===== src/rtl/core/sfa_ram.sv =====
// ----------------------------------------------------------------------------
// sfa_ram
// Generic single-write, single-read RAM with registered read data.
// ----------------------------------------------------------------------------
`default_nettype none

module sfa_ram #(
    parameter int WIDTH = 8,
    parameter int DEPTH = 16
) (
    input  wire logic                                     clk,
    input  wire logic                                     we,
    input  wire logic [((DEPTH > 1) ? $clog2(DEPTH) : 1)-1:0] waddr,
    input  wire logic [WIDTH-1:0]                         wdata,
    input  wire logic [((DEPTH > 1) ? $clog2(DEPTH) : 1)-1:0] raddr,
    output logic      [WIDTH-1:0]                         rdata
);

    logic [WIDTH-1:0] mem [DEPTH];

    // write port
    always_ff @(posedge clk)
    begin
        if (we)
        begin
            mem[waddr] <= wdata;
        end
    end

    // registered read port
    always_ff @(posedge clk)
    begin
        rdata <= mem[raddr];
    end

endmodule

`default_nettype wire


===== config.mk =====
export PLATFORM = sky130hd
export DESIGN_NAME = sfa_ram
export DESIGN_NICKNAME = d
export VERILOG_FILES = /design/src/rtl/core/sfa_ram.sv
export SDC_FILE = /design/constraint.sdc
export NUM_CORES = 1
export LEC_CHECK = 0
export BUFFER_PORTS_ARGS = -buffer_cell sky130_fd_sc_hd__buf_2
export CAP_MARGIN = 5
export CELL_PAD_IN_SITES_DETAIL_PLACEMENT = 0
export CELL_PAD_IN_SITES_GLOBAL_PLACEMENT = 1
export CORE_MARGIN = 4
export CORE_UTILIZATION = 48
export DETAILED_ROUTE_END_ITERATION = 8
export GPL_TIMING_DRIVEN = 1
export PLACE_DENSITY_LB_ADDON = 0.1
export SLEW_MARGIN = 5
export SYNTH_ARGS = -nofsm -noshare
export SYNTH_HDL_FRONTEND = slang
export SYNTH_SLANG_ARGS = --single-unit

===== constraint.sdc =====
create_clock -name clk -period 1.6 [get_ports clk]
set_input_delay 0.08 -clock clk [delete_from_list [all_inputs] [get_ports clk]]
set_output_delay 0.08 -clock clk [all_outputs]
set_load 0.01 [all_outputs]

**Word level (Yosys, flattened, before mapping)**

Memories as Yosys holds them, arrays and structs flattened. A register that Yosys moved wholly into a read port is not among the register bits.
Index checks and enable logic that the tools add are counted.

- Input port bits: 18
- Memories: 1
- Output and inout port bits: 8
- RAM bits: 128
- Logic and storage cells: 3
- Register bits after elaboration: 0

Memory list:

| name | depth | width | read ports | clocked after memory_dff | wr ports | line | text |
|---|---|---|---|---|---|---|---|
| mem | 16 | 8 | 1 | 1 | 1 | 19 | `logic [WIDTH-1:0] mem [DEPTH];` |

- Mux-type cells: 2

Operators by type and width:

| operator | count |
|---|---|
| $mux W1 | 2 |

**Logic depth before layout (Yosys ltp)**

- Word-level depth: 2
- Gate-level depth with buffers: 5
- Mapped depth without buffers: 3

**Worst setup path before layout**

OpenSTA, ideal clock, no wires.

- Path kind: input to register
- Start point: in waddr[2] (netlist name)
- End point: mem mem[0][0] (enable)
- Buffers on the path: 0
- Data arrival time: 1.190 ns
- Path slack: 0.027 ns
- Setup time: 0.383 ns
- Stages on the path: 2
- Cells stage by stage: or3b_2 > nor3_1

RTL lines:

| element | line | text |
|---|---|---|
| start, declared | 13 | `input wire logic [((DEPTH > 1) ? $clog2(DEPTH) : 1)-1:0] waddr,` |
| end, declared | 19 |  |

No word-level cell before the write port.

==> impl_metrics.toml <==
[yosys]
synth.distinct_cells = 19
synthXorXnorAreaFrac_pct = 0
synthesis.nets = 247
synth_compound_area_share_pct = 2.33
ys_seq_area_share_pct = 77.8
synth_top_area_share_pct = 74.7
syn_inst = 229
avgSynthCellArea_um2 = 22.5
synth_top_area_cell = "edfxtp_1"
synthAdderAreaFrac_pct = 0
ys_ff_latch = 136
synth-simple-area-share_pct = 3.18
synth.area.mux_share_pct = 15.0
ys_top_cells_by_area = "edfxtp_1 (75%), mux4_2 (7.9%), mux4_1 (7.1%)"
synth_area_um2 = 5150
synth_top_family_by_area = "multiplexers"
synth_warnings = 0

[placement]
dp_hpwl_um = 6280
gp_congestion = 0.712
postPlaceCellArea_um2 = 5610
port_buffers = 25

[clocking]
clk_latency_ns = 0.49
cts_root_buf = "clkbuf_8"
clk_pin_slew_ns = 0.06
clock_sinks = 136
htreeDepth = 4
tritoncts = "yes"
clockBufferDepth = 2
cts_buffers = 17
postCtsSetupBuffers = 0

[sta]
fin_skew_ns = 0.00798
period_minus_slack_ns = 1.39
fmax_ghz = 0.720
fin_hold_ws_ns = 0.156
setup_viol = 0
fin_crit_sh_pct = 86.8
relSlewSlack_pct = 75.6
maxSlewViolCount = 0
tightest_slew_ns = 0.366
finalHoldViolations = 0
rsz0062_at_grt = "no"

[flow_run]
maxCapViolCount = 0

[floorplanning]
die_x_um = 112
die-height_um = 112
io_pins = 26
start_util_pct = 49.6
row_count = 37
core_area_um2 = 10400
die_area_um2 = 12400

[global_route]
grt_pass1_wl_um = 15200
antenna_found_initial = 0
grt_overflow_total = 0
grt_usage_pct = 16.6
grt_max_degree = 17
grt_pass1_vias = 2553

[layout]
utilization_pct = 60.8
antenna_cells = 0
nFillCells = 748
syn2layout_area_growth_pct = 22.5
nets = 315
stdcell_area_um2 = 6300
drive_above_1_share_pct = 32.7

[detailed_routing]
ant_nets = 0
wl_met3_um = 422
first_pass_iters = 6
met1Wirelength_um = 4240
wl_met2_um = 4710
routed_via_density = 5.50
postRouteWirelength_um = 9490
drtIter0Drc = 145
dr_total_vias = 2446
post-route-drc-count = 0
top_layer = "met4"
wl_per_cell_um = 21.3

[worst_setup_path]
critical_path_class = "flip-flop to flip-flop"
required_ns = 1.96
critPathLaunchType = "flip-flop"
critPathMaxFanout = 1
critPathCaptureType = "flip-flop"
worstPathArrival_ns = 1.75

[pwr]
worst_ir_drop_vdd_mv = 0.871
seq_power_share_pct = 47.9
p_int_mw = 6.72
power_switching_mw = 1.65
comb_power_share_pct = 4.9
power_density_nw_per_um2 = 1330
clockPowerShare_pct = 47.2
power.share.switching_pct = 19.8
p_total_mw = 8.37
power.leakage_nw = 2.18

[worst_hold_path]
min_path_type = "primary input to flip-flop"

[run_status]
status = "finished, final reports clean"
-- Yosys cell counts --
library cell and n:
edfxtp_1 128, mux4_2 18, a22oi_1 16, mux4_1 14
nor2_1 13, nand2_1 9, dfxtp_1 8, nor3_1 4
buf_2 3, buf_6 3, clkdlybuf4s25_2 3, nand2b_1 2
nand3b_1 2, and2_1 1, and2b_1 1, buf_4 1
nand3_1 1, nor2b_1 1, or3b_2 1
-- repair_timing --
action / CTS / global route
hold buffers: 8 / 0
resized for setup: 0 / 0
hold endpoints to repair: 128 / 0
-- worst paths after layout --
check | from | end | slack [ns] | depth (start not counted)
setup / recovery | mem[5][0] | rdata[0] | 0.21 | 3
hold / removal | waddr[0] | mem[8][4] | 0.16 | 3
hold reg to reg | mem[4][1] | rdata[1] | 0.66 | 3
setup reg to reg | mem[5][0] | rdata[0] | 0.21 | 3
-- power groups by stage --
stage                     clock network (mW)  logic (mW)  registers (mW)
final                                   3.95       0.408            4.01
after global routing                    4.21       0.447            4.01
after CTS                               4.03       0.418            4.01
after detailed placement                   0       0.401            4.08
after global placement                     0       0.399            4.08
after floorplan                            0       0.202            4.09
-- layout by cell type (no fill, tap or decap), types with 3 or more instances in the layout --
master,count
a22oi_1,16
buf_12,5
buf_2,25
buf_4,21
bufinv_16,4
clkbuf_16,16
clkinvlp_4,3
dfxtp_1,8
dlygate4sd3_1,8
edfxtp_1,128
inv_6,4
mux4_1,14
mux4_2,18
nand2_1,9
nor2_1,13
nor3_1,4
-- cells by family (layout without fill, tap and decap cells) --
logic type	Yosys count	count (layout)
AO/OA/AOI/OAI	16	16
buffers and inverters	10	90
flip-flops	136	136
multiplexers	32	32
AND/OR/NAND/NOR	35	35
-- flip-flops by register name, summed over array words and instances (netlist names) --
register,count
mem,128
rdata,8
-- metrics by stage --
stage          setup TNS (ns)  setup slack, ns  std cells
6_report                    0            0.212        445
5_1_grt                     0            0.126        445
4_1_cts                     0            0.210        445
3_5_place_dp          -0.0151          -0.0151        406
3_3_place_gp          -0.0159          -0.0159        406
2_1_floorplan               0           0.0271        229
-- critical path, cell delays in order (launching register included) --
cell	delay, ns
edfxtp_1	0.36
mux4_1	0.55
a22oi_1	0.22
nand2_1	0.13
-- layout make-up --
cell class	count	area, µm²	area share, %
clock inverters	14	196	3.12
well taps	136	170	2.70
flip-flops and latches	136	4000	63.5
multi-input cells	83	1060	16.8
repair buffers	59	463	7.34
clock buffers	17	414	6.57
-- routing by layer --
metal / vias to the layer above / track usage [%]
met5: - / 0
met4: 0 / 5.92
met3: 8 / 3.42
met2: 66 / 25.7
met1: 1258 / 23.8
li1: 1114 / -
No activity file was read; power rests on OpenSTA's default activity.
