--- src/rtl/core/sfa_pkg.sv ---
// ----------------------------------------------------------------------------
// sfa_pkg
// Shared constants, codes and types of the swap frame allocator.
// ----------------------------------------------------------------------------
`default_nettype none

package sfa_pkg;

    // sizes of the allocator
    localparam int NUM_FILES       = 4;
    localparam int FRAMES_PER_FILE = 64;
    localparam int MAX_PROCS       = 16;
    localparam int MAX_PAGES       = 64;

    // derived widths
    localparam int FILE_W   = (NUM_FILES > 1) ? $clog2(NUM_FILES) : 1;
    localparam int FRAME_W  = $clog2(FRAMES_PER_FILE);
    localparam int PROC_W   = (MAX_PROCS > 1) ? $clog2(MAX_PROCS) : 1;
    localparam int PAGE_W   = (MAX_PAGES > 1) ? $clog2(MAX_PAGES) : 1;
    localparam int PCNT_W   = $clog2(MAX_PAGES + 1);
    localparam int COUNT_W  = $clog2(FRAMES_PER_FILE + 1);
    localparam int NF_W     = $clog2(NUM_FILES + 1);
    localparam int SLOT_AW  = PROC_W + PAGE_W;
    localparam int SLOT_DW  = FRAME_W + 1;
    localparam int SLOT_DEPTH = 2 ** SLOT_AW;

    // bitmap is counted one chunk per cycle
    localparam int CHUNK_W    = 8;
    localparam int NUM_CHUNKS = FRAMES_PER_FILE / CHUNK_W;
    localparam int CH_W       = (NUM_CHUNKS > 1) ? $clog2(NUM_CHUNKS) : 1;
    localparam int PC_W       = $clog2(CHUNK_W + 1);

    // port field widths
    localparam int CMD_W    = 3;
    localparam int PID_W    = 16;
    localparam int PGN_W    = 6;
    localparam int STATUS_W = 3;
    localparam int FIDX_W   = 2;
    localparam int FRIDX_W  = 6;
    localparam int CFG_IW   = 2;
    localparam int CFG_DW   = 7;

    // command codes
    localparam logic [CMD_W-1:0] CMD_START  = 3'd0;
    localparam logic [CMD_W-1:0] CMD_CLOSE  = 3'd1;
    localparam logic [CMD_W-1:0] CMD_WRITE  = 3'd2;
    localparam logic [CMD_W-1:0] CMD_READ   = 3'd3;
    localparam logic [CMD_W-1:0] CMD_REMOVE = 3'd4;
    localparam logic [CMD_W-1:0] CMD_CLEAR  = 3'd5;

    // status codes
    localparam logic [STATUS_W-1:0] ST_OK         = 3'd0;
    localparam logic [STATUS_W-1:0] ST_NO_SPACE   = 3'd1;
    localparam logic [STATUS_W-1:0] ST_UNKNOWN    = 3'd2;
    localparam logic [STATUS_W-1:0] ST_BAD_PAGE   = 3'd3;
    localparam logic [STATUS_W-1:0] ST_UNWRITTEN  = 3'd4;
    localparam logic [STATUS_W-1:0] ST_TABLE_FULL = 3'd5;

    // register indexes
    localparam logic [CFG_IW-1:0] CFG_MODE  = 2'd0;
    localparam logic [CFG_IW-1:0] CFG_FPP   = 2'd1;
    localparam logic [CFG_IW-1:0] CFG_FILES = 2'd2;

    typedef struct packed {
        logic        dyn;
        logic [6:0]  fpp;
        logic [2:0]  files;
    } cfg_t;

    typedef struct packed {
        logic [CMD_W-1:0] command;
        logic [PID_W-1:0] process_id;
        logic [PGN_W-1:0] page_number;
    } req_t;

    typedef struct packed {
        logic [STATUS_W-1:0] status;
        logic [FIDX_W-1:0]   file_index;
        logic [FRIDX_W-1:0]  frame_index;
    } res_t;

    typedef struct packed {
        logic idle;
        logic done;
    } eng_stat_t;

endpackage

`default_nettype wire

--- src/rtl/core/sfa_engine.sv ---
// ----------------------------------------------------------------------------
// sfa_engine
// Command sequencer: process table, bitmap row and slot memory traffic.
// ----------------------------------------------------------------------------
`default_nettype none

module sfa_engine (
    input  wire logic                    clk,
    input  wire logic                    rst_n,
    input  wire sfa_pkg::cfg_t           cfg,
    input  wire logic                    go,
    input  wire sfa_pkg::req_t           req,
    input  wire logic                    take,
    output sfa_pkg::eng_stat_t           stat,
    output sfa_pkg::res_t                res,
    output logic                         map_we,
    output logic [sfa_pkg::FILE_W-1:0]   map_waddr,
    output logic [sfa_pkg::FRAMES_PER_FILE-1:0] map_wdata,
    output logic [sfa_pkg::FILE_W-1:0]   map_raddr,
    input  wire logic [sfa_pkg::FRAMES_PER_FILE-1:0] map_rdata,
    output logic                         slot_we,
    output logic [sfa_pkg::SLOT_AW-1:0]  slot_waddr,
    output logic [sfa_pkg::SLOT_DW-1:0]  slot_wdata,
    output logic [sfa_pkg::SLOT_AW-1:0]  slot_raddr,
    input  wire logic [sfa_pkg::SLOT_DW-1:0] slot_rdata
);
    import sfa_pkg::*;

    typedef enum logic [4:0] {
        S_IDLE, S_FIND, S_ROOM_RD, S_ROOM_WAIT, S_ROOM_CNT,
        S_ROW_RD, S_ROW_WAIT, S_ALLOC, S_ROW_WB,
        S_CLOSE_RD, S_CLOSE_WAIT, S_WR_RD, S_WR_WAIT,
        S_PG_RD, S_PG_WAIT, S_SH_RD, S_SH_WAIT, S_TAIL, S_DONE
    } state_t;

    state_t                 state_reg;
    logic [CMD_W-1:0]       cmd_reg;
    logic [PID_W-1:0]       pid_reg;
    logic [PGN_W-1:0]       page_reg;
    logic                   dyn_reg;

    // process table
    logic [MAX_PROCS-1:0]   proc_valid_reg;
    logic [MAX_PROCS-1:0]   proc_has_file_reg;
    logic [PID_W-1:0]       proc_ident_reg [MAX_PROCS];
    logic [FILE_W-1:0]      proc_file_reg [MAX_PROCS];
    logic [PCNT_W-1:0]      proc_count_reg [MAX_PROCS];

    logic [NUM_FILES-1:0]   row_valid_reg;

    logic [PROC_W-1:0]      p_reg;
    logic [FILE_W-1:0]      f_reg;
    logic [FILE_W-1:0]      best_reg;
    logic [COUNT_W-1:0]     bestc_reg;
    logic [COUNT_W-1:0]     cnt_reg;
    logic [CH_W-1:0]        ch_reg;
    logic [FRAMES_PER_FILE-1:0] word_reg;
    logic [FRAME_W-1:0]     b_reg;
    logic [PCNT_W-1:0]      left_reg;
    logic [PCNT_W-1:0]      si_reg;
    logic [PCNT_W-1:0]      i_reg;
    logic [FRAME_W-1:0]     first_reg;
    logic                   found_reg;
    logic [FRAME_W-1:0]     fr_reg;
    logic [FILE_W-1:0]      row_reg;
    res_t                   res_reg;

    logic [PCNT_W-1:0]      need_w;
    logic [NF_W-1:0]        nf_w;
    logic [PCNT_W-1:0]      cur_count;
    logic [FILE_W-1:0]      cur_file;
    logic                   last_p;
    logic                   match;
    logic [FRAMES_PER_FILE-1:0] q_room;
    logic [FRAMES_PER_FILE-1:0] q_row;
    logic [PC_W-1:0]        chunk_free;
    logic [COUNT_W-1:0]     room_tot;
    logic                   room_take;
    logic [FILE_W-1:0]      best_n;
    logic [COUNT_W-1:0]     bestc_n;
    logic                   f_last;
    logic [FRAME_W-1:0]     q_frame;
    logic                   q_unw;
    logic                   alloc_hit;
    logic                   alloc_end;
    logic                   i_last;

    // free bits in one chunk of a bitmap row
    function automatic logic [PC_W-1:0] free_ones(input logic [CHUNK_W-1:0] v);
        logic [PC_W-1:0] c;
        c = '0;
        for (int k = 0; k < CHUNK_W; k++)
        begin
            c = c + PC_W'(~v[k]);
        end
        return c;
    endfunction

    // register limits as they act on the block
    always_comb
    begin
        if (32'(cfg.fpp) > MAX_PAGES)
            need_w = PCNT_W'(MAX_PAGES);
        else
            need_w = PCNT_W'(cfg.fpp);
        if (cfg.files == 3'd0)
            nf_w = NF_W'(1);
        else if (32'(cfg.files) > NUM_FILES)
            nf_w = NF_W'(NUM_FILES);
        else
            nf_w = NF_W'(cfg.files);
    end

    // selected process entry and scan state
    assign cur_count = proc_count_reg[p_reg];
    assign cur_file  = proc_file_reg[p_reg];
    assign last_p    = (p_reg == PROC_W'(MAX_PROCS - 1));
    assign match     = proc_valid_reg[p_reg] && (proc_ident_reg[p_reg] == pid_reg);
    assign i_last    = ((32'(i_reg) + 1) == 32'(cur_count));

    // bitmap rows that were never written read as all free
    assign q_room = row_valid_reg[f_reg]   ? map_rdata : '0;
    assign q_row  = row_valid_reg[row_reg] ? map_rdata : '0;

    // roomiest file search
    assign chunk_free = free_ones(word_reg[ch_reg*CHUNK_W +: CHUNK_W]);
    assign room_tot   = cnt_reg + COUNT_W'(chunk_free);
    assign room_take  = (f_reg == '0) || (room_tot > bestc_reg);
    assign best_n     = room_take ? f_reg : best_reg;
    assign bestc_n    = room_take ? room_tot : bestc_reg;
    assign f_last     = ((32'(f_reg) + 1) == 32'(nf_w));

    // slot read data
    assign q_frame = slot_rdata[FRAME_W-1:0];
    assign q_unw   = slot_rdata[FRAME_W];

    // frame scan of one bitmap row
    assign alloc_hit = (left_reg != '0) && !word_reg[b_reg];
    assign alloc_end = (b_reg == FRAME_W'(FRAMES_PER_FILE - 1)) || (left_reg == '0)
                       || (alloc_hit && (left_reg == PCNT_W'(1)));

    // memory ports
    always_comb
    begin
        map_we     = (state_reg == S_ROW_WB);
        map_waddr  = row_reg;
        map_wdata  = word_reg;
        map_raddr  = (state_reg == S_ROOM_RD) ? f_reg : row_reg;

        slot_raddr = {p_reg, i_reg[PAGE_W-1:0]};
        if (state_reg == S_SH_RD)
            slot_raddr = {p_reg, PAGE_W'(i_reg + PCNT_W'(1))};

        slot_we    = 1'b0;
        slot_waddr = {p_reg, i_reg[PAGE_W-1:0]};
        slot_wdata = {1'b0, q_frame};
        case (state_reg)
            S_ALLOC:
            begin
                slot_we    = alloc_hit;
                slot_waddr = {p_reg, si_reg[PAGE_W-1:0]};
                slot_wdata = {(cmd_reg == CMD_START), b_reg};
            end
            S_WR_WAIT:
            begin
                slot_we = q_unw;
            end
            S_PG_WAIT:
            begin
                slot_we = (cmd_reg == CMD_WRITE);
            end
            S_SH_WAIT:
            begin
                slot_we    = 1'b1;
                slot_wdata = slot_rdata;
            end
            S_TAIL:
            begin
                slot_we    = !dyn_reg;
                slot_waddr = {p_reg, PAGE_W'(cur_count - PCNT_W'(1))};
                slot_wdata = {1'b1, fr_reg};
            end
            default:
            begin
                slot_we = 1'b0;
            end
        endcase
    end

    assign stat.idle = (state_reg == S_IDLE);
    assign stat.done = (state_reg == S_DONE);
    assign res       = res_reg;

    // command sequencer
    always_ff @(posedge clk or negedge rst_n)
    begin
        if (!rst_n)
        begin
            state_reg         <= S_IDLE;
            cmd_reg           <= '0;
            pid_reg           <= '0;
            page_reg          <= '0;
            dyn_reg           <= 1'b0;
            proc_valid_reg    <= '0;
            proc_has_file_reg <= '0;
            for (int k = 0; k < MAX_PROCS; k++)
            begin
                proc_ident_reg[k] <= '0;
                proc_file_reg[k]  <= '0;
                proc_count_reg[k] <= '0;
            end
            row_valid_reg <= '0;
            p_reg         <= '0;
            f_reg         <= '0;
            best_reg      <= '0;
            bestc_reg     <= '0;
            cnt_reg       <= '0;
            ch_reg        <= '0;
            word_reg      <= '0;
            b_reg         <= '0;
            left_reg      <= '0;
            si_reg        <= '0;
            i_reg         <= '0;
            first_reg     <= '0;
            found_reg     <= 1'b0;
            fr_reg        <= '0;
            row_reg       <= '0;
            res_reg       <= '0;
        end
        else
        begin
            case (state_reg)
                S_IDLE:
                begin
                    if (go)
                    begin
                        cmd_reg  <= req.command;
                        pid_reg  <= req.process_id;
                        page_reg <= req.page_number;
                        dyn_reg  <= cfg.dyn;
                        p_reg    <= '0;
                        res_reg  <= '0;
                        if (req.command == CMD_CLEAR)
                        begin
                            row_valid_reg     <= '0;
                            proc_valid_reg    <= '0;
                            proc_has_file_reg <= '0;
                            for (int k = 0; k < MAX_PROCS; k++)
                            begin
                                proc_count_reg[k] <= '0;
                            end
                            state_reg <= S_DONE;
                        end
                        else if (req.command > CMD_CLEAR)
                            state_reg <= S_DONE;
                        else
                            state_reg <= S_FIND;
                    end
                end

                // one table entry per cycle
                S_FIND:
                begin
                    if (cmd_reg == CMD_START)
                    begin
                        if (!proc_valid_reg[p_reg])
                        begin
                            if (dyn_reg)
                            begin
                                proc_valid_reg[p_reg]    <= 1'b1;
                                proc_ident_reg[p_reg]    <= pid_reg;
                                proc_has_file_reg[p_reg] <= 1'b0;
                                proc_file_reg[p_reg]     <= '0;
                                proc_count_reg[p_reg]    <= '0;
                                state_reg <= S_DONE;
                            end
                            else
                            begin
                                f_reg     <= '0;
                                state_reg <= S_ROOM_RD;
                            end
                        end
                        else if (last_p)
                        begin
                            res_reg.status <= ST_TABLE_FULL;
                            state_reg      <= S_DONE;
                        end
                        else
                            p_reg <= p_reg + PROC_W'(1);
                    end
                    else if (match)
                    begin
                        case (cmd_reg)
                            CMD_CLOSE:
                            begin
                                if (proc_has_file_reg[p_reg])
                                begin
                                    row_reg   <= cur_file;
                                    state_reg <= S_ROW_RD;
                                end
                                else
                                begin
                                    proc_valid_reg[p_reg]    <= 1'b0;
                                    proc_has_file_reg[p_reg] <= 1'b0;
                                    proc_count_reg[p_reg]    <= '0;
                                    state_reg <= S_DONE;
                                end
                            end
                            CMD_WRITE:
                            begin
                                if (dyn_reg)
                                begin
                                    si_reg   <= cur_count;
                                    left_reg <= PCNT_W'(1);
                                    i_reg    <= PCNT_W'(page_reg);
                                    if ((32'(page_reg) >= MAX_PAGES)
                                        || (32'(page_reg) > 32'(cur_count)))
                                    begin
                                        res_reg.status <= ST_BAD_PAGE;
                                        state_reg      <= S_DONE;
                                    end
                                    else if (32'(page_reg) == 32'(cur_count))
                                    begin
                                        if (cur_count == '0)
                                        begin
                                            f_reg     <= '0;
                                            state_reg <= S_ROOM_RD;
                                        end
                                        else
                                        begin
                                            row_reg   <= cur_file;
                                            state_reg <= S_ROW_RD;
                                        end
                                    end
                                    else
                                        state_reg <= S_PG_RD;
                                end
                                else
                                begin
                                    i_reg <= '0;
                                    if (cur_count == '0)
                                    begin
                                        res_reg.status <= ST_NO_SPACE;
                                        state_reg      <= S_DONE;
                                    end
                                    else
                                        state_reg <= S_WR_RD;
                                end
                            end
                            default:
                            begin
                                // read and remove
                                i_reg <= PCNT_W'(page_reg);
                                if (32'(page_reg) >= 32'(cur_count))
                                begin
                                    res_reg.status <= ST_BAD_PAGE;
                                    state_reg      <= S_DONE;
                                end
                                else
                                    state_reg <= S_PG_RD;
                            end
                        endcase
                    end
                    else if (last_p)
                    begin
                        res_reg.status <= ST_UNKNOWN;
                        state_reg      <= S_DONE;
                    end
                    else
                        p_reg <= p_reg + PROC_W'(1);
                end

                // count free frames of each active file
                S_ROOM_RD:
                begin
                    state_reg <= S_ROOM_WAIT;
                end
                S_ROOM_WAIT:
                begin
                    word_reg  <= q_room;
                    cnt_reg   <= '0;
                    ch_reg    <= '0;
                    state_reg <= S_ROOM_CNT;
                end
                S_ROOM_CNT:
                begin
                    if (ch_reg == CH_W'(NUM_CHUNKS - 1))
                    begin
                        best_reg  <= best_n;
                        bestc_reg <= bestc_n;
                        if (!f_last)
                        begin
                            f_reg     <= f_reg + FILE_W'(1);
                            state_reg <= S_ROOM_RD;
                        end
                        else if (cmd_reg == CMD_START)
                        begin
                            if (32'(bestc_n) < 32'(need_w))
                            begin
                                res_reg.status <= ST_NO_SPACE;
                                state_reg      <= S_DONE;
                            end
                            else
                            begin
                                proc_valid_reg[p_reg]    <= 1'b1;
                                proc_ident_reg[p_reg]    <= pid_reg;
                                proc_has_file_reg[p_reg] <= 1'b1;
                                proc_file_reg[p_reg]     <= best_n;
                                proc_count_reg[p_reg]    <= need_w;
                                row_reg   <= best_n;
                                si_reg    <= '0;
                                left_reg  <= need_w;
                                state_reg <= S_ROW_RD;
                            end
                        end
                        else
                        begin
                            // first dynamic write picks the file
                            proc_file_reg[p_reg]     <= best_n;
                            proc_has_file_reg[p_reg] <= 1'b1;
                            row_reg   <= best_n;
                            state_reg <= S_ROW_RD;
                        end
                    end
                    else
                    begin
                        cnt_reg <= room_tot;
                        ch_reg  <= ch_reg + CH_W'(1);
                    end
                end

                // fetch the bitmap row of the working file
                S_ROW_RD:
                begin
                    state_reg <= S_ROW_WAIT;
                end
                S_ROW_WAIT:
                begin
                    b_reg     <= '0;
                    found_reg <= 1'b0;
                    i_reg     <= '0;
                    case (cmd_reg)
                        CMD_CLOSE:
                        begin
                            word_reg <= q_row;
                            if (cur_count == '0)
                                state_reg <= S_ROW_WB;
                            else
                                state_reg <= S_CLOSE_RD;
                        end
                        CMD_REMOVE:
                        begin
                            word_reg  <= q_row & ~(FRAMES_PER_FILE'(1) << fr_reg);
                            state_reg <= S_ROW_WB;
                        end
                        default:
                        begin
                            word_reg  <= q_row;
                            state_reg <= S_ALLOC;
                        end
                    endcase
                end

                // take the lowest free frames, one bit per cycle
                S_ALLOC:
                begin
                    if (alloc_hit)
                    begin
                        word_reg[b_reg] <= 1'b1;
                        si_reg          <= si_reg + PCNT_W'(1);
                        left_reg        <= left_reg - PCNT_W'(1);
                        if (!found_reg)
                        begin
                            first_reg <= b_reg;
                            found_reg <= 1'b1;
                        end
                    end
                    if (alloc_end)
                        state_reg <= S_ROW_WB;
                    else
                        b_reg <= b_reg + FRAME_W'(1);
                end

                // write the row back and finish the request
                S_ROW_WB:
                begin
                    row_valid_reg[row_reg] <= 1'b1;
                    state_reg <= S_DONE;
                    case (cmd_reg)
                        CMD_START:
                        begin
                            res_reg.file_index  <= FIDX_W'(row_reg);
                            res_reg.frame_index <= found_reg ? FRIDX_W'(first_reg) : '0;
                        end
                        CMD_WRITE:
                        begin
                            if (found_reg)
                            begin
                                proc_count_reg[p_reg] <= cur_count + PCNT_W'(1);
                                res_reg.file_index    <= FIDX_W'(row_reg);
                                res_reg.frame_index   <= FRIDX_W'(first_reg);
                            end
                            else
                                res_reg.status <= ST_NO_SPACE;
                        end
                        CMD_CLOSE:
                        begin
                            proc_valid_reg[p_reg]    <= 1'b0;
                            proc_has_file_reg[p_reg] <= 1'b0;
                            proc_count_reg[p_reg]    <= '0;
                        end
                        default:
                        begin
                            proc_count_reg[p_reg] <= cur_count - PCNT_W'(1);
                        end
                    endcase
                end

                // close frees every frame of the process
                S_CLOSE_RD:
                begin
                    state_reg <= S_CLOSE_WAIT;
                end
                S_CLOSE_WAIT:
                begin
                    word_reg[q_frame] <= 1'b0;
                    if (i_last)
                        state_reg <= S_ROW_WB;
                    else
                    begin
                        i_reg     <= i_reg + PCNT_W'(1);
                        state_reg <= S_CLOSE_RD;
                    end
                end

                // fixed write: first unwritten slot
                S_WR_RD:
                begin
                    state_reg <= S_WR_WAIT;
                end
                S_WR_WAIT:
                begin
                    if (q_unw)
                    begin
                        res_reg.file_index  <= FIDX_W'(cur_file);
                        res_reg.frame_index <= FRIDX_W'(q_frame);
                        state_reg <= S_DONE;
                    end
                    else if (i_last)
                    begin
                        res_reg.status <= ST_NO_SPACE;
                        state_reg      <= S_DONE;
                    end
                    else
                    begin
                        i_reg     <= i_reg + PCNT_W'(1);
                        state_reg <= S_WR_RD;
                    end
                end

                // one addressed slot: rewrite, read or remove
                S_PG_RD:
                begin
                    state_reg <= S_PG_WAIT;
                end
                S_PG_WAIT:
                begin
                    fr_reg <= q_frame;
                    if (cmd_reg == CMD_WRITE)
                    begin
                        res_reg.file_index  <= FIDX_W'(cur_file);
                        res_reg.frame_index <= FRIDX_W'(q_frame);
                        state_reg <= S_DONE;
                    end
                    else if (q_unw)
                    begin
                        res_reg.status <= ST_UNWRITTEN;
                        state_reg      <= S_DONE;
                    end
                    else
                    begin
                        res_reg.file_index  <= FIDX_W'(cur_file);
                        res_reg.frame_index <= FRIDX_W'(q_frame);
                        if (cmd_reg == CMD_READ)
                            state_reg <= S_DONE;
                        else if (i_last)
                            state_reg <= S_TAIL;
                        else
                            state_reg <= S_SH_RD;
                    end
                end

                // later slots move down one place
                S_SH_RD:
                begin
                    state_reg <= S_SH_WAIT;
                end
                S_SH_WAIT:
                begin
                    i_reg <= i_reg + PCNT_W'(1);
                    if ((32'(i_reg) + 2) < 32'(cur_count))
                        state_reg <= S_SH_RD;
                    else
                        state_reg <= S_TAIL;
                end

                // dynamic frees the frame, fixed parks it at the end
                S_TAIL:
                begin
                    if (dyn_reg)
                    begin
                        row_reg   <= cur_file;
                        state_reg <= S_ROW_RD;
                    end
                    else
                        state_reg <= S_DONE;
                end

                S_DONE:
                begin
                    if (take)
                        state_reg <= S_IDLE;
                end

                default:
                begin
                    state_reg <= S_IDLE;
                end
            endcase
        end
    end

endmodule

`default_nettype wire

--- config.mk ---
export PLATFORM = sky130hd
export DESIGN_NAME = sfa_engine
export DESIGN_NICKNAME = d
export VERILOG_FILES = /design/src/rtl/core/sfa_pkg.sv /design/src/rtl/core/sfa_engine.sv
export SDC_FILE = /design/constraint.sdc
export NUM_CORES = 2
export LEC_CHECK = 0
export ABC_AREA = 1
export BUFFER_PORTS_ARGS = -buffer_cell sky130_fd_sc_hd__buf_2
export CAP_MARGIN = 40
export CELL_PAD_IN_SITES_DETAIL_PLACEMENT = 0
export CELL_PAD_IN_SITES_GLOBAL_PLACEMENT = 1
export CORE_ASPECT_RATIO = 0.5
export CORE_MARGIN = 2
export CORE_UTILIZATION = 35
export CTS_CLUSTER_DIAMETER = 50
export DETAILED_ROUTE_END_ITERATION = 7
export PLACE_DENSITY = 0.73
export SYNTH_ARGS = -nofsm -noshare
export SYNTH_HDL_FRONTEND = slang
export SYNTH_SLANG_ARGS = --single-unit
--- constraint.sdc ---
create_clock -name clk -period 10.3 [get_ports clk]
set_input_delay 0.515 -clock clk [delete_from_list [all_inputs] [get_ports clk]]
set_output_delay 0.515 -clock clk [all_outputs]
set_load 0.01 [all_outputs]
=== Yosys cells after proc, flatten, opt, wreduce, memory -nomap -nowiden ===
Cells that the tools add are included.

* $add $sub $neg: 20
* Mux-type cells: 243
* Order comparisons: 19
* Eq/ne operators: 90
* Reductions and logical operators: 53
* Shift-type cells: 2
* Bitwise operators: 25

{| class="wikitable"
|+ Operators with widths
! operator !! count
|-
| 256-bit two-way mux || 7
|-
| 112-bit two-way mux || 13
|-
| 256-bit one-hot mux with 2 select lines || 1
|-
| 112-bit one-hot mux with 4 select lines || 1
|-
| 16-bit two-way mux || 27
|-
| 112-bit bitwise mux || 3
|-
| 112-bit one-hot mux with 3 select lines || 1
|-
| 256-bit bitwise mux || 1
|-
| 64-bit two-way mux || 4
|-
| 64-bit one-hot mux with 4 select lines || 1
|-
| 32-bit two-way mux || 7
|-
| 7-bit two-way mux || 28
|-
| 5-bit two-way mux || 28
|-
| 64-bit bitwise AND || 2
|-
| 64-bit inverter || 2
|-
| 16-bit one-hot mux with 4 select lines || 2
|-
| 112-bit bitwise AND || 1
|-
| 112-bit inverter || 1
|-
| 5-bit one-hot mux with 19 select lines || 1
|-
| 3-bit inequality test (second input constant) || 24
|-
| 3-bit two-way mux || 23
|-
| 16-bit binary-select mux with 4-bit select || 1
|-
| 16-bit demux with 4-bit select || 1
|-
| 64-bit OR || 1
|-
| 116 further kinds || 271
|}

* Input bits: 111
* Bits in registers: 609

=== Logic depth before layout (Yosys ltp) ===
* Depth after elaboration: 19
* Mapped depth: 44
* Mapped depth without buffers: 41

=== Worst setup path before layout ===
OpenSTA, ideal clock, no wires.

* Kind: register to register
* From: register ch_reg[0]
* To: register proc_file_reg[26] in the netlist's numbering
* Cell stages (with the launch flop): 40
* Path buffers: 4
* Setup time: 0.126 ns
* Setup slack: 2.569 ns
* Period minus slack after synthesis: 7.731 ns
* Arrival time: 7.605 ns
* Path through: dfrtp_1 clkbuf_1 clkbuf_1 o21ai_0 a221oi_1 a31oi_1 fa_1 fa_1 fa_1 inv_1 ha_1 fa_1 xor2_1 ha_1 a21oi_1 o21ai_0 nand2_1 nor2_1 (+4 left out) nor2_1 nand2_1 nand2_1 nand2_1 nand2_1 clkbuf_1 o21ai_0 ha_1 a21oi_1 nor2_1 a211oi_1 a21boi_0 nand3_1 nand3_1 buf_2 nor2_1 nand2_1 o21ai_0

* Elaborated cells on any way between the ends: 32
* Classes of those cells: 8 x add/sub; 2 x order compare; 3 x eq/ne; 1 x shift; 8 x mux; 8 x bitwise; 2 x reduce/logical

{| class="wikitable"
|+ RTL lines
! element !! line !! RTL
|-
| start: declaration || sfa_engine.sv:56 || <nowiki>logic [CH_W-1:0] ch_reg;</nowiki>
|-
| start signal: assignment || sfa_engine.sv:428 || <nowiki>ch_reg <= ch_reg + CH_W'(1);</nowiki>
|-
| 64-bit by 7-bit indexed part select with 8-bit output * || sfa_engine.sv:126 || <nowiki>assign chunk_free = free_ones(word_reg[ch_reg*CHUNK_W +: CHUNK_W]);</nowiki>
|-
| 1-bit inverter with 4-bit output || sfa_engine.sv:94 || <nowiki>c = c + PC_W'(~v[k]);</nowiki>
|-
| 4-bit adder (6 in a row) || sfa_engine.sv:94 ||
|-
| 4-bit adder * || sfa_engine.sv:94 ||
|-
| 7-bit by 4-bit adder with 7-bit output * || sfa_engine.sv:127 || <nowiki>assign room_tot = cnt_reg + COUNT_W'(chunk_free);</nowiki>
|-
| 7-bit greater-than comparator || sfa_engine.sv:128 || <nowiki>assign room_take = (f_reg == '0) || (room_tot > bestc_reg);</nowiki>
|-
| 1-bit logical OR || sfa_engine.sv:128 ||
|-
| 7-bit two-way mux * || sfa_engine.sv:130 || <nowiki>assign bestc_n = room_take ? room_tot : bestc_reg;</nowiki>
|-
| via bestc_n[4] || sfa_engine.sv:80 || <nowiki>logic [COUNT_W-1:0] bestc_n;</nowiki>
|-
| 7-bit < comparator * || sfa_engine.sv:398 || <nowiki>if (32'(bestc_n) < 32'(need_w))</nowiki>
|-
| 3-bit inequality test (no line) * || -- ||
|-
| 7-bit AND reduction (no line) * || -- ||
|-
| end signal: indexed assignment || sfa_engine.sv:408 || <nowiki>proc_file_reg[p_reg] <= best_n;</nowiki>
|-
| end signal: indexed assignment || sfa_engine.sv:419 || <nowiki>proc_file_reg[p_reg] <= best_n;</nowiki>
|-
| end: declaration || sfa_engine.sv:46 || <nowiki>logic [FILE_W-1:0] proc_file_reg [MAX_PROCS];</nowiki>
|}

The timed path passes the listed nets; every way through them passes the cells marked *. The select of a mux whose other input is x is not followed.
A chain may end at the register's enable or synchronous reset.

=== Final worst setup path ===
* From: register ch_reg[1]
* To: register proc_file_reg[4] in the netlist's numbering

The elaborated chain is that of the path after synthesis.

==> run metrics <==
status completed; WL/cell 22.3 µm; post-layout min period 9.29 ns; clk_lat worst skew around 0.70 ns; Syn Area/Cell 6.61 µm²; area leader, netlist dfrtp_1; final setup TNS 0 ns; wirelength, routed 179000 µm; core region area ~120000 µm²; Post-synth EDFFs 0; Switching Share 0.548; Post-layout nets around 6500; Max Cap Viol 0; number of global-route vias before repair ~43000; antenna-violating nets left 0; Final HPWL DP roughly 120000 µm; number of cell rows between 80 and 90; vias post-DR around 45000; Slew Viols, Final 0; Syn Inst Count ~6300; post-synthesis sequential area ratio 0.363; min-delay worst type primary input to register; Worst Max-Slew Pin Slew 1.02 ns; Port Buf Inserts 220; Clock transition at path regs 0.07 ns; crit-path max FO 36; CP delay by family, top adder cells; Net Count, Synth 6513; Buf/Inv on CP 4; Setup crit end kind register; Post-CTS Setup Repair Bufs 0; Die W 494 µm; iteration count of the initial detailed-routing pass 6; max-slew headroom at the worst pin 0.319; Die Height 249 µm; peak supply drop slightly below 700 µV; 1st-iter DRT viols 5201; Int Power 8.06 mW; Hold WS 0.0505 ns; pin count of the biggest net entering global routing 144; register bit total from synthesis 608; yosys warns 0; H-Tree Level Count 3; PD cells 377 nW/µm²; Mapped Area ~42000 µm²; RSZ-0062 raised after global routing false; global-route wire length before repair approximately 270000 µm; Clock power frac 0.165; Crit-path slowest cell dfrtp_1; crit path DAT 9.88 ns; most used flip-flop cell after synthesis dfrtp_1; die area 123000 µm²; clk root buf clkbuf_16; GRT Total Usage 0.284; GRT overflow 0; CTS tree yes; layout cells sized above 1 0.0964; WS Path Type register to register; dominant cells by area after synthesis dfrtp_1, nand2_1, o21ai_0; Gate power share 0.634; post-DR vias/cell 5.64; asr flop ratio synth 1.00; CTS sink count 608; Initial Util 0.355; max reg flops 256; clk buf depth 3; Setup Viol. Count Final 0; largest stage delay on the critical path 0.68 ns; ratio of final minimum period to clock period 0.902; Area growth, synth to finish 12.7%; io pins 221; top cell type's share of synthesized area 0.363; Ant. Diodes 0; Hold Violations, Final 0; Distinct cells, synth 60; initial antenna violation count 3; # DRC 0; Crit path required time about 11 ns; net switching power 9.77 mW; static leakage roughly 22 nW; CP Launch Type register; Placer Congestion roughly 1; part of the power in registers 0.201; clock skew 0.0388 ns; CTS buffer count 75; maximum clock frequency 0.108 GHz
==> final cells by class <==
class	count	area, µm²
Clock buffer	98	2140
Clock inverter	40	551
Inverter	664	2500
Multi-Input combinational cell	4660	22400
Timing Repair Buffer	359	2460
Tap cell	1592	1990
Fill cell	12516	71100
Sequential cell	608	15200
==> cell usage in the layout (no fill, tap or decap), types with 9 or more instances in the layout <==
cell | Yosys | layout
or2_2 | 31 | 31
clkbuf_16 | 0 | 77
clkinv_1 | 14 | 14
a21oi_1 | 503 | 503
nor2_1 | 489 | 477
a21boi_0 | 15 | 15
nand2_2 | 18 | 22
nor3_1 | 58 | 53
o21bai_1 | 22 | 22
nor2_2 | 12 | 17
nand3_1 | 371 | 370
inv_1 | 637 | 636
ha_1 | 50 | 50
clkbuf_8 | 0 | 13
inv_2 | 12 | 11
o211ai_1 | 91 | 91
dfrtp_1 | 608 | 606
buf_8 | 0 | 10
o21ai_1 | 134 | 134
a221oi_1 | 12 | 12
o221ai_1 | 41 | 41
clkinv_2 | 0 | 13
o22ai_1 | 52 | 52
o21a_1 | 9 | 9
a32o_1 | 16 | 16
nor2_4 | 9 | 16
buf_2 | 95 | 227
a22oi_1 | 24 | 24
a31oi_1 | 53 | 53
xor2_1 | 24 | 24
nand4_1 | 22 | 22
buf_4 | 22 | 102
nand2_1 | 1801 | 1797
o21ai_0 | 726 | 726
==> routing by layer <==
layer	global-route usage	routed length (µm)	up-vias	part of all wire
met5	0	0	-	0
met4	0.0997	6150	0	0.034
met3	0.0567	15900	377	0.089
met2	0.425	77000	2096	0.43
met1	0.406	80100	21854	0.45
li1	-	-	20903	-
==> logic make-up (layout without fill, tap and decap cells) <==
logic type      after synthesis  after routing  synth area share
flops                       608            608             0.363
compound gates             1743           1743             0.231
xor+xnor                     30             30           0.00662
fa+ha+maj                    55             55            0.0173
buf+inv                    1079           1161             0.107
mux                           5              5           0.00134
simple gates               2827           2827             0.274
==> Yosys cell counts, drive strengths merged, types with 52 or more instances <==
library cell and number:
o22ai 52, inv 650, nor2 510, nand3 375
a21oi 504, o21ai 861, nand2 1821, o211ai 91
buf 161, dfrtp 608, nor3 58, clkbuf 254
a31oi 53
==> timing repair <==
item | in CTS | in global routing
gates resized for setup | 0 | 0
hold buffers | 3 | 0
hold endpoints to repair | 102 | 0
==> power groups by stage <==
stage | logic, mW | registers [mW] | clock network, mW
6_report | 11.3 | 3.59 | 2.95
5_1_grt | 12.5 | 3.65 | 3.09
4_1_cts | 11.1 | 3.57 | 2.99
3_5_place_dp | 11.1 | 3.60 | 0
3_3_place_gp | 10.8 | 3.62 | 0
2_1_floorplan | 7.59 | 3.39 | 0
==> per-stage QoR <==
step	worst slack, ns	util	cells	area (µm²)	total power [mW]
final	1.01	0.399	8021	47300	17.8
after floorplan	2.57	-	6347	42000	11.0
after global routing	0.279	0.399	8021	47300	19.3
after detailed placement	1.26	0.376	7879	44600	14.7
after global placement	1.02	0.373	7848	44100	14.5
after CTS	1.22	0.399	8020	47300	17.7
==> worst reg2reg max path: cells and delay by family (launching register included) <==
family,cells,cell delay (ns)
fa+ha+maj,8,3.05
compound gates,10,2.52
simple gates,11,1.58
buf+inv,4,0.93
flops,1,0.68
xor+xnor,2,0.42
==> worst paths after layout <==
kind | from | to | slack [ns] | cells past startpoint
min reg2reg | proc_valid_reg[6]$_DFFE_PN0P_ | proc_valid_reg[6]$_DFFE_PN0P_ | 0.47 | 2
min in group asynchronous | rst_n | proc_ident_reg[254]$_DFFE_PN0P_ | 0.49 | 2
max in group asynchronous | rst_n | proc_count_reg[60]$_DFFE_PN0P_ | 7.73 | 4
min | req[4] | page_reg[4]$_DFFE_PN0P_ | 0.05 | 2
max reg2reg | ch_reg[1]$_DFFE_PN0P_ | proc_file_reg[4]$_DFFE_PN0P_ | 1.01 | 35
max | ch_reg[1]$_DFFE_PN0P_ | proc_file_reg[4]$_DFFE_PN0P_ | 1.01 | 35
No activity file was read; power rests on OpenSTA's default activity.
